File: src/design/dvc_pkg.sv
// shared constants and types of the duplicate value counter
// no dependencies; used by every other file of the block
`default_nettype none

package dvc_pkg;

    localparam int VALUE_W         = 7;
    localparam int COUNT_W         = 8;
    localparam int TALLY_W         = VALUE_W + 1;
    localparam int MAX_RESULTS     = 64;
    localparam int VALUE_COUNT_DEF = 128;
    localparam int MAX_ITEMS_DEF   = 128;

    localparam logic [COUNT_W-1:0] COUNT_MAX = '1;

    typedef enum logic [2:0] {
        ST_CLEAR,
        ST_LOAD,
        ST_WALK_ORD,
        ST_WALK_CNT,
        ST_WALK_EVAL
    } t_state;

endpackage

`default_nettype wire

File: src/design/dvc_count_store.sv
// occurrence count memory: one read and one write port, registered read data
// read-during-write to the same entry returns the new data; uses dvc_pkg
`default_nettype none

module dvc_count_store #(
    parameter int DEPTH = dvc_pkg::VALUE_COUNT_DEF,
    parameter int AW    = $clog2(DEPTH)
) (
    input  wire logic                        i_clk,
    input  wire logic                        i_rd_en,
    input  wire logic [AW-1:0]               i_rd_addr,
    input  wire logic                        i_wr_en,
    input  wire logic [AW-1:0]               i_wr_addr,
    input  wire logic [dvc_pkg::COUNT_W-1:0] i_wr_data,
    output logic      [dvc_pkg::COUNT_W-1:0] o_rd_data
);

    logic [dvc_pkg::COUNT_W-1:0] r_mem [DEPTH];
    logic [dvc_pkg::COUNT_W-1:0] r_rd_data;
    logic [dvc_pkg::COUNT_W-1:0] r_fwd_data;
    logic                        r_fwd_hit;

    always_ff @(posedge i_clk) begin
        if (i_wr_en) begin
            r_mem[i_wr_addr] <= i_wr_data;
        end
        if (i_rd_en) begin
            r_rd_data  <= r_mem[i_rd_addr];
            r_fwd_hit  <= i_wr_en && (i_wr_addr == i_rd_addr);
            r_fwd_data <= i_wr_data;
        end
    end

    // bypass of a write that landed on the entry being read
    assign o_rd_data = r_fwd_hit ? r_fwd_data : r_rd_data;

endmodule

`default_nettype wire

File: src/design/duplicate_value_counter_unit.sv
// top level of the duplicate value counter: load pipeline, report walk, output register
// depends on dvc_pkg and dvc_count_store
`default_nettype none

// A set of values arrives one element per transfer, the last one flagged by
// i_final_item. While a set loads, one element is taken every cycle: the count
// of the value is read from the count memory in the cycle of the transfer and
// written back in the next cycle, with a bypass when consecutive elements hit
// the same value. Once the final element has been taken, the input stalls for
// the report walk: the first-appearance list is walked one entry at a time in
// three steps (list read, count read, evaluate and clear the count), so the
// input stays held until every distinct value has been visited; a stalled
// output holds the evaluate step. Each value seen at least twice gives one
// result transfer, in order of first appearance, at most 64 per set, the last
// one flagged by o_last_of_run; o_truncated reports that elements beyond
// MAX_ITEMS were dropped. Values at or above VALUE_COUNT are ignored and counts
// saturate at 255. After reset a clearing pass zeroes the first min(VALUE_COUNT,
// 128) entries of the count memory, during which the input stalls. The walk
// clears every count it visits, so the next set starts clean.

module duplicate_value_counter_unit #(
    parameter int VALUE_COUNT = dvc_pkg::VALUE_COUNT_DEF,
    parameter int MAX_ITEMS   = dvc_pkg::MAX_ITEMS_DEF
) (
    input  wire logic                        i_clk,
    input  wire logic                        i_rst_n,
    // input channel
    input  wire logic                        i_in_valid,
    output logic                             o_in_stall,
    input  wire logic [dvc_pkg::VALUE_W-1:0] i_value,
    input  wire logic                        i_final_item,
    // result channel
    output logic                             o_out_valid,
    input  wire logic                        i_out_stall,
    output logic      [dvc_pkg::VALUE_W-1:0] o_repeated_value,
    output logic      [dvc_pkg::COUNT_W-1:0] o_occurrences,
    output logic                             o_last_of_run,
    output logic                             o_truncated
);

    localparam int AW        = $clog2(VALUE_COUNT);
    localparam int IW        = $clog2(MAX_ITEMS + 1);
    localparam int TW        = dvc_pkg::TALLY_W;
    // only values below 2**VALUE_W can ever reach the memory
    localparam int REACHABLE = 2 ** dvc_pkg::VALUE_W;
    localparam int CLR_DEPTH = (VALUE_COUNT < REACHABLE) ? VALUE_COUNT : REACHABLE;
    localparam int CLRW      = $clog2(CLR_DEPTH);

    // state machine
    dvc_pkg::t_state r_state;
    dvc_pkg::t_state n_state;

    // load pipeline, second stage
    logic                        r_s1_vld;
    logic                        r_s1_fin;
    logic [dvc_pkg::VALUE_W-1:0] r_s1_value;

    // set bookkeeping
    logic [TW-1:0]   r_distinct;
    logic [TW-1:0]   r_repeat;
    logic [IW-1:0]   r_items;
    logic            r_overflow;

    // walk and clearing pass
    logic [TW-1:0]   r_idx;
    logic [TW-1:0]   r_emitted;
    logic [CLRW-1:0] r_clr_idx;

    // first-appearance list
    logic [dvc_pkg::VALUE_W-1:0] r_order_mem [VALUE_COUNT];
    logic [dvc_pkg::VALUE_W-1:0] r_ord_data;

    // output register
    logic                        r_out_vld;
    logic [dvc_pkg::VALUE_W-1:0] r_out_value;
    logic [dvc_pkg::COUNT_W-1:0] r_out_count;
    logic                        r_out_last;
    logic                        r_out_trunc;

    // count memory ports
    logic                        cnt_rd_en;
    logic [AW-1:0]               cnt_rd_addr;
    logic                        cnt_wr_en;
    logic [AW-1:0]               cnt_wr_addr;
    logic [dvc_pkg::COUNT_W-1:0] cnt_wr_data;
    logic [dvc_pkg::COUNT_W-1:0] cnt_rd_data;

    // control
    logic in_accept;
    logic s1_in_range;
    logic s1_full;
    logic s1_take;
    logic s1_first;
    logic s1_end;
    logic [dvc_pkg::COUNT_W-1:0] s1_new_count;
    logic [TW-1:0] want;
    logic walk_emit;
    logic out_free;
    logic eval_go;
    logic walk_done;
    logic ord_rd_en;
    logic ord_wr_en;
    logic emit_load;
    logic clr_last;

    assign in_accept = i_in_valid && !o_in_stall;

    // element in the second stage: capacity first, then value range
    assign s1_full      = (r_items >= IW'(MAX_ITEMS));
    assign s1_in_range  = (32'(r_s1_value) < VALUE_COUNT);
    assign s1_take      = r_s1_vld && !s1_full && s1_in_range;
    assign s1_first     = (cnt_rd_data == '0);
    assign s1_new_count = (cnt_rd_data == dvc_pkg::COUNT_MAX) ? cnt_rd_data
                                                              : cnt_rd_data + 1'b1;
    assign s1_end       = r_s1_vld && r_s1_fin;

    // report walk decisions
    assign want      = (r_repeat > TW'(dvc_pkg::MAX_RESULTS)) ? TW'(dvc_pkg::MAX_RESULTS)
                                                              : r_repeat;
    assign walk_emit = (cnt_rd_data >= dvc_pkg::COUNT_W'(2)) && (r_emitted < want);
    assign out_free  = !r_out_vld || !i_out_stall;
    assign eval_go   = !walk_emit || out_free;
    assign walk_done = (r_idx == r_distinct);
    assign clr_last  = (r_clr_idx == CLRW'(CLR_DEPTH - 1));

    // next state
    always_comb begin
        n_state = r_state;
        case (r_state)
            dvc_pkg::ST_CLEAR: begin
                if (clr_last) begin
                    n_state = dvc_pkg::ST_LOAD;
                end
            end
            dvc_pkg::ST_LOAD: begin
                if (s1_end) begin
                    n_state = dvc_pkg::ST_WALK_ORD;
                end
            end
            dvc_pkg::ST_WALK_ORD: begin
                n_state = walk_done ? dvc_pkg::ST_LOAD : dvc_pkg::ST_WALK_CNT;
            end
            dvc_pkg::ST_WALK_CNT: begin
                n_state = dvc_pkg::ST_WALK_EVAL;
            end
            dvc_pkg::ST_WALK_EVAL: begin
                if (eval_go) begin
                    n_state = dvc_pkg::ST_WALK_ORD;
                end
            end
            default: begin
                n_state = dvc_pkg::ST_CLEAR;
            end
        endcase
    end

    // state outputs: memory ports and strobes
    always_comb begin
        o_in_stall  = 1'b1;
        cnt_rd_en   = 1'b0;
        cnt_rd_addr = AW'(i_value);
        cnt_wr_en   = 1'b0;
        cnt_wr_addr = AW'(r_s1_value);
        cnt_wr_data = s1_new_count;
        ord_rd_en   = 1'b0;
        ord_wr_en   = 1'b0;
        emit_load   = 1'b0;
        case (r_state)
            dvc_pkg::ST_CLEAR: begin
                cnt_wr_en   = 1'b1;
                cnt_wr_addr = AW'(r_clr_idx);
                cnt_wr_data = '0;
            end
            dvc_pkg::ST_LOAD: begin
                // hold the input once the final element is in the second stage
                o_in_stall = s1_end;
                cnt_rd_en  = in_accept;
                cnt_wr_en  = s1_take;
                ord_wr_en  = s1_take && s1_first;
            end
            dvc_pkg::ST_WALK_ORD: begin
                ord_rd_en = !walk_done;
            end
            dvc_pkg::ST_WALK_CNT: begin
                cnt_rd_en   = 1'b1;
                cnt_rd_addr = AW'(r_ord_data);
            end
            dvc_pkg::ST_WALK_EVAL: begin
                // clear the visited count as the entry is retired
                cnt_wr_en   = eval_go;
                cnt_wr_addr = AW'(r_ord_data);
                cnt_wr_data = '0;
                emit_load   = walk_emit && out_free;
            end
            default: begin
                o_in_stall = 1'b1;
            end
        endcase
    end

    dvc_count_store #(
        .DEPTH (VALUE_COUNT),
        .AW    (AW)
    ) u_count_store (
        .i_clk     (i_clk),
        .i_rd_en   (cnt_rd_en),
        .i_rd_addr (cnt_rd_addr),
        .i_wr_en   (cnt_wr_en),
        .i_wr_addr (cnt_wr_addr),
        .i_wr_data (cnt_wr_data),
        .o_rd_data (cnt_rd_data)
    );

    // first-appearance list, undefined until written
    always_ff @(posedge i_clk) begin
        if (ord_wr_en) begin
            r_order_mem[AW'(r_distinct)] <= r_s1_value;
        end
        if (ord_rd_en) begin
            r_ord_data <= r_order_mem[AW'(r_idx)];
        end
    end

    // state register
    always_ff @(posedge i_clk) begin
        if (!i_rst_n) begin
            r_state <= dvc_pkg::ST_CLEAR;
        end else begin
            r_state <= n_state;
        end
    end

    // load pipeline: element registered alongside its count read
    always_ff @(posedge i_clk) begin
        if (!i_rst_n) begin
            r_s1_vld <= 1'b0;
        end else begin
            r_s1_vld <= in_accept;
        end
    end

    always_ff @(posedge i_clk) begin
        if (in_accept) begin
            r_s1_value <= i_value;
            r_s1_fin   <= i_final_item;
        end
    end

    // set bookkeeping, walk index and clearing counter
    always_ff @(posedge i_clk) begin
        if (!i_rst_n) begin
            r_distinct <= '0;
            r_repeat   <= '0;
            r_items    <= '0;
            r_overflow <= 1'b0;
            r_idx      <= '0;
            r_emitted  <= '0;
            r_clr_idx  <= '0;
        end else begin
            if (r_state == dvc_pkg::ST_CLEAR) begin
                r_clr_idx <= r_clr_idx + 1'b1;
            end
            if (r_state == dvc_pkg::ST_LOAD && r_s1_vld) begin
                if (s1_full) begin
                    r_overflow <= 1'b1;
                end else if (s1_in_range) begin
                    r_items <= r_items + 1'b1;
                    if (s1_first) begin
                        r_distinct <= r_distinct + 1'b1;
                    end
                    // count reaching two marks a new repeated value
                    if (cnt_rd_data == dvc_pkg::COUNT_W'(1)) begin
                        r_repeat <= r_repeat + 1'b1;
                    end
                end
            end
            if (r_state == dvc_pkg::ST_WALK_EVAL && eval_go) begin
                r_idx <= r_idx + 1'b1;
                if (walk_emit) begin
                    r_emitted <= r_emitted + 1'b1;
                end
            end
            // end of walk: ready for the next set
            if (r_state == dvc_pkg::ST_WALK_ORD && walk_done) begin
                r_distinct <= '0;
                r_repeat   <= '0;
                r_items    <= '0;
                r_overflow <= 1'b0;
                r_idx      <= '0;
                r_emitted  <= '0;
            end
        end
    end

    // output register, held while the result side stalls
    always_ff @(posedge i_clk) begin
        if (!i_rst_n) begin
            r_out_vld <= 1'b0;
        end else if (emit_load) begin
            r_out_vld <= 1'b1;
        end else if (!i_out_stall) begin
            r_out_vld <= 1'b0;
        end
    end

    always_ff @(posedge i_clk) begin
        if (emit_load) begin
            r_out_value <= r_ord_data;
            r_out_count <= cnt_rd_data;
            r_out_last  <= (r_emitted + 1'b1 == want);
            r_out_trunc <= r_overflow;
        end
    end

    assign o_out_valid      = r_out_vld;
    assign o_repeated_value = r_out_value;
    assign o_occurrences    = r_out_count;
    assign o_last_of_run    = r_out_last;
    assign o_truncated      = r_out_trunc;

endmodule

`default_nettype wire

File: config.mk
export PLATFORM = sky130hd
export DESIGN_NAME = duplicate_value_counter_unit
export DESIGN_NICKNAME = d
export VERILOG_FILES = /design/src/design/dvc_pkg.sv /design/src/design/dvc_count_store.sv /design/src/design/duplicate_value_counter_unit.sv
export SDC_FILE = /design/constraint.sdc
export NUM_CORES = 2
export LEC_CHECK = 0
export BUFFER_PORTS_ARGS = -buffer_cell sky130_fd_sc_hd__buf_2
export CAP_MARGIN = 25
export CORE_UTILIZATION = 35
export CTS_CLUSTER_DIAMETER = 150
export DETAILED_ROUTE_END_ITERATION = 12
export GPL_TIMING_DRIVEN = 0
export PLACE_DENSITY = 0.47
export SYNTH_ARGS = -nofsm -noshare
export SYNTH_HDL_FRONTEND = slang
export SYNTH_SLANG_ARGS = --single-unit
File: constraint.sdc
create_clock -name i_clk -period 18.36 [get_ports i_clk]
set_clock_uncertainty 0.2 [all_clocks]
set_input_delay 1.836 -clock i_clk [delete_from_list [all_inputs] [get_ports i_clk]]
set_output_delay 1.836 -clock i_clk [all_outputs]
set_load 0.02 [all_outputs]
==> reports/metrics.csv <==
stage,metric,value,unit
logic_synthesis,#FFs+latches synth,2022,
power,Clock Power Share,0.446,
min_path,Hold Crit Start,r_items[6],
routing,drt drc,0,
place,GP Congestion,0.869,
logic_synthesis,Mapped Nets,4920,
setup_path,worst-path maximum fanout,10,
cts,CTS Sinks,2022,
cts,H-tree Lvls,4,
timing,RSZ-0062 raised after global routing,no,
cts,Num CTS Buffers,208,
setup_path,Crit. Startpoint,r_state[0],
setup_path,worst path bufs/invs,2,
finish,Nets,5292,
finish,most frequent cells in the layout,"1969 x edfxtp_1, 771 x nand2_1, 335 x nor2_1",
setup_path,"slowest stage delay, CP",0.95,ns
power,Sw Pwr,2050,uW
place,Place WS,12.27,ns
floorplanning,initial core utilization,0.353,
routing,vias per inst,5.47,
timing,Fmax achieved,187,MHz
outcome,status,"finished, final reports clean",
cts,Worst-Skew Late Latency,0.85,ns
logic_synthesis,Gate Count Post-Synth,4888,
logic_synthesis,post-synthesis cell type count,65,
setup_path,largest delay contributor family on the critical path,simple AND/OR/NAND/NOR gates,
cts,CTS Hold Buffers Added,0,
cts,post-CTS setup buffer count,0,
setup_path,CP endpoint kind,flop,
cts,clock root buffer,clkbuf_16,
routing,drt wl/cell,29.7,um
place,post-DP HPWL,180,mm
finish,share of post-route cells with drive strength above 1,0.168,
setup_path,"critical path, cell by cell",buf_2 -> nor3b_1 -> nand2_1 -> nor2_1 -> and3_1 -> buf_2 -> nor3b_1 -> nand3_1 -> nor2_1,
grt,largest net degree at the start of global routing,67,
timing,Final Cycle Share,0.291,
setup_path,CP required,18.63,ns
floorplanning,num rows,175,
floorplanning,Die ar.,231000,um2
finish,area of the multi-input gates,18900,um2
logic_synthesis,Mapped Area,80300,um2
power,internal power,7440,uW
min_path,Worst Hold Class,reg -> reg,
timing,Final setup viols,0,
routing,Detail Route Antenna Nets,0,
routing,drt first pass iters,5,
timing,TNS Setup,0,ns
finish,Area Overhead vs Synth,16.3,%
cts,"CTS clk-pin slew, worst paths",0.07,ns
power,maximum vdd ir drop,0.0986,mV
setup_path,Setup Crit Path Kind,reg -> reg,
power,P_leak,0.0305,uW
timing,fin crit period,5.34,ns
logic_synthesis,"Seq/Total Area, Yosys",0.749,
floorplanning,io pins,31,
routing,initial drt markers,5749,
timing,Relative slew margins,0.219,
finish,Seq. cell area,60200,um2
floorplanning,die width,481,um
grt,total grt overflow,0,
logic_synthesis,Post-synth EDFFs,1969,
power,Comb pwr share,0.028,
power,Power per Cell Area,102,nW/um2
cts,CTS tree,yes,
timing,worst setup margin,13.02,ns
run,number of max-cap violations,0,
setup_path,Critical Path AT,5.62,ns
grt,first-pass GRT wire length,352,mm
setup_path,reg2reg start,r_state[0],
timing,worst-margin pin slew,1.17,ns
place,Port Buffer Count,30,
routing,WL final,251,mm
grt,initial antenna violation count,14,
setup_path,startpoint types,flop,
timing,"Hold Vio Cnt, Final",0,
floorplanning,core area,228000,um2
power,Seq pwr share,0.527,
power,switching share of power,0.216,
floorplanning,Die H,481,um
cts,Resized Gates After CTS,0,
logic_synthesis,post-synthesis async set-or-reset flop share,0,
setup_path,CP max-delay cell,nor3b_1,
logic_synthesis,synth warn,0,
finish,Fillers,20700,
logic_synthesis,synthesized area per cell,16.4,um2
routing,DR vias,46200,
grt,vias in the first global route,45400,
grt,all-layer global routing usage,0.216,
timing,Max Transition Viols Final,0,
cts,clock buffer depth,3,
finish,"most common cell after layout, fill and taps aside",edfxtp_1,
logic_synthesis,predominant post-synthesis flop cell,edfxtp_1,
## worst reg2reg max path: stages (launching register included)
cell and delay [ns]:
dfxtp_1 0.30, buf_2 0.24, nor3b_1 0.55, nand2_1 0.19, nor2_1 0.55, and3_1 0.38, buf_2 0.28, nor3b_1 0.95
nand3_1 0.58, nor2_1 0.73
## logic make-up after synthesis
family / count (synthesis) / synth area share
DFF: 2022 / 0.749
and+or+nand+nor: 1555 / 0.0837
muxes: 471 / 0.105
AOI/OAI and AO/OA: 462 / 0.0365
buffers and inverters: 303 / 0.0165
xor gates and xnor gates: 54 / 0.00589
adders and majority gates: 20 / 0.00312
other: 1 / 0.0000467
## area by class of cell
type,instances,share of cell area
sequential,2022,0.645
clock inverter,140,0.0142
multi-input combinational,2563,0.202
antenna,7,0.000188
tap,3009,0.0403
buffer,284,0.0134
inverter,19,0.000764
clock buffer,246,0.0577
timing repair buffer,162,0.0265
## flip-flops by register name, summed over array words and instances, names as in the netlist, 3 cells and up
register / cells
o_occurrences: 8
u_count_store.r_mem: 1024
u_count_store.r_rd_data: 8
r_clr_idx: 7
r_s1_value: 7
r_distinct: 8
r_idx: 8
r_ord_data: 7
r_order_mem: 896
r_state: 3
u_count_store.r_fwd_data: 8
r_emitted: 8
r_repeat: 8
o_repeated_value: 7
r_items: 8
## power by group through the flow
stage	Combinational (uW)	Sequential, uW	Clock, uW
after floorplan	129	5090	0
final	264	4990	4220
after CTS	258	4990	4290
after global placement	254	5090	0
after global routing	274	4990	4450
after detailed placement	257	5090	0
## final timing paths
path	endpoint	slack, ns	depth (start not counted)
setup / recovery	r_order_mem[97][2]	13.02	9
hold / removal	r_items[6]	0.29	2
setup reg to reg	r_order_mem[97][2]	13.02	9
hold reg to reg	r_items[6]	0.29	2
## synthesized netlist by cell type, types with 56 or more instances
library cell  number  share of area
nand3_1          251          0.016
clkbuf_1         127         0.0059
buf_2            118         0.0074
mux4_2           294          0.082
nand2_1          771          0.036
edfxtp_1        1969           0.74
o21ai_0           56         0.0035
a21oi_1          147         0.0092
a31oi_1           67         0.0052
mux2i_1          157          0.020
nor2_1           337          0.016
and3_1            60         0.0047
## routing by layer
| layer | vias up | track usage | share of wire |
|---|---|---|---|
| li1 | 19800 | - | - |
| met1 | 24300 | 0.323 | 0.46 |
| met2 | 1859 | 0.323 | 0.44 |
| met3 | 283 | 0.0453 | 0.082 |
| met4 | 2 | 0.0439 | 0.017 |
| met5 | - | 0 | 0.000040 |
## metrics by stage
step                      instance area (um2)  hold WS, ns  total power [uW]   util  cells
final                                   93400        0.285              9480  0.410   8452
after global routing                    93400        0.301              9710  0.410   8446
after CTS                               93300        0.290              9540  0.410   8437
after detailed placement                86500        0.281              5350  0.380   8051
after global placement                  84200        0.273              5350  0.370   7927
after floorplan                         80300        0.209              5220      -   4888
Power figures use the tool's default switching activity.
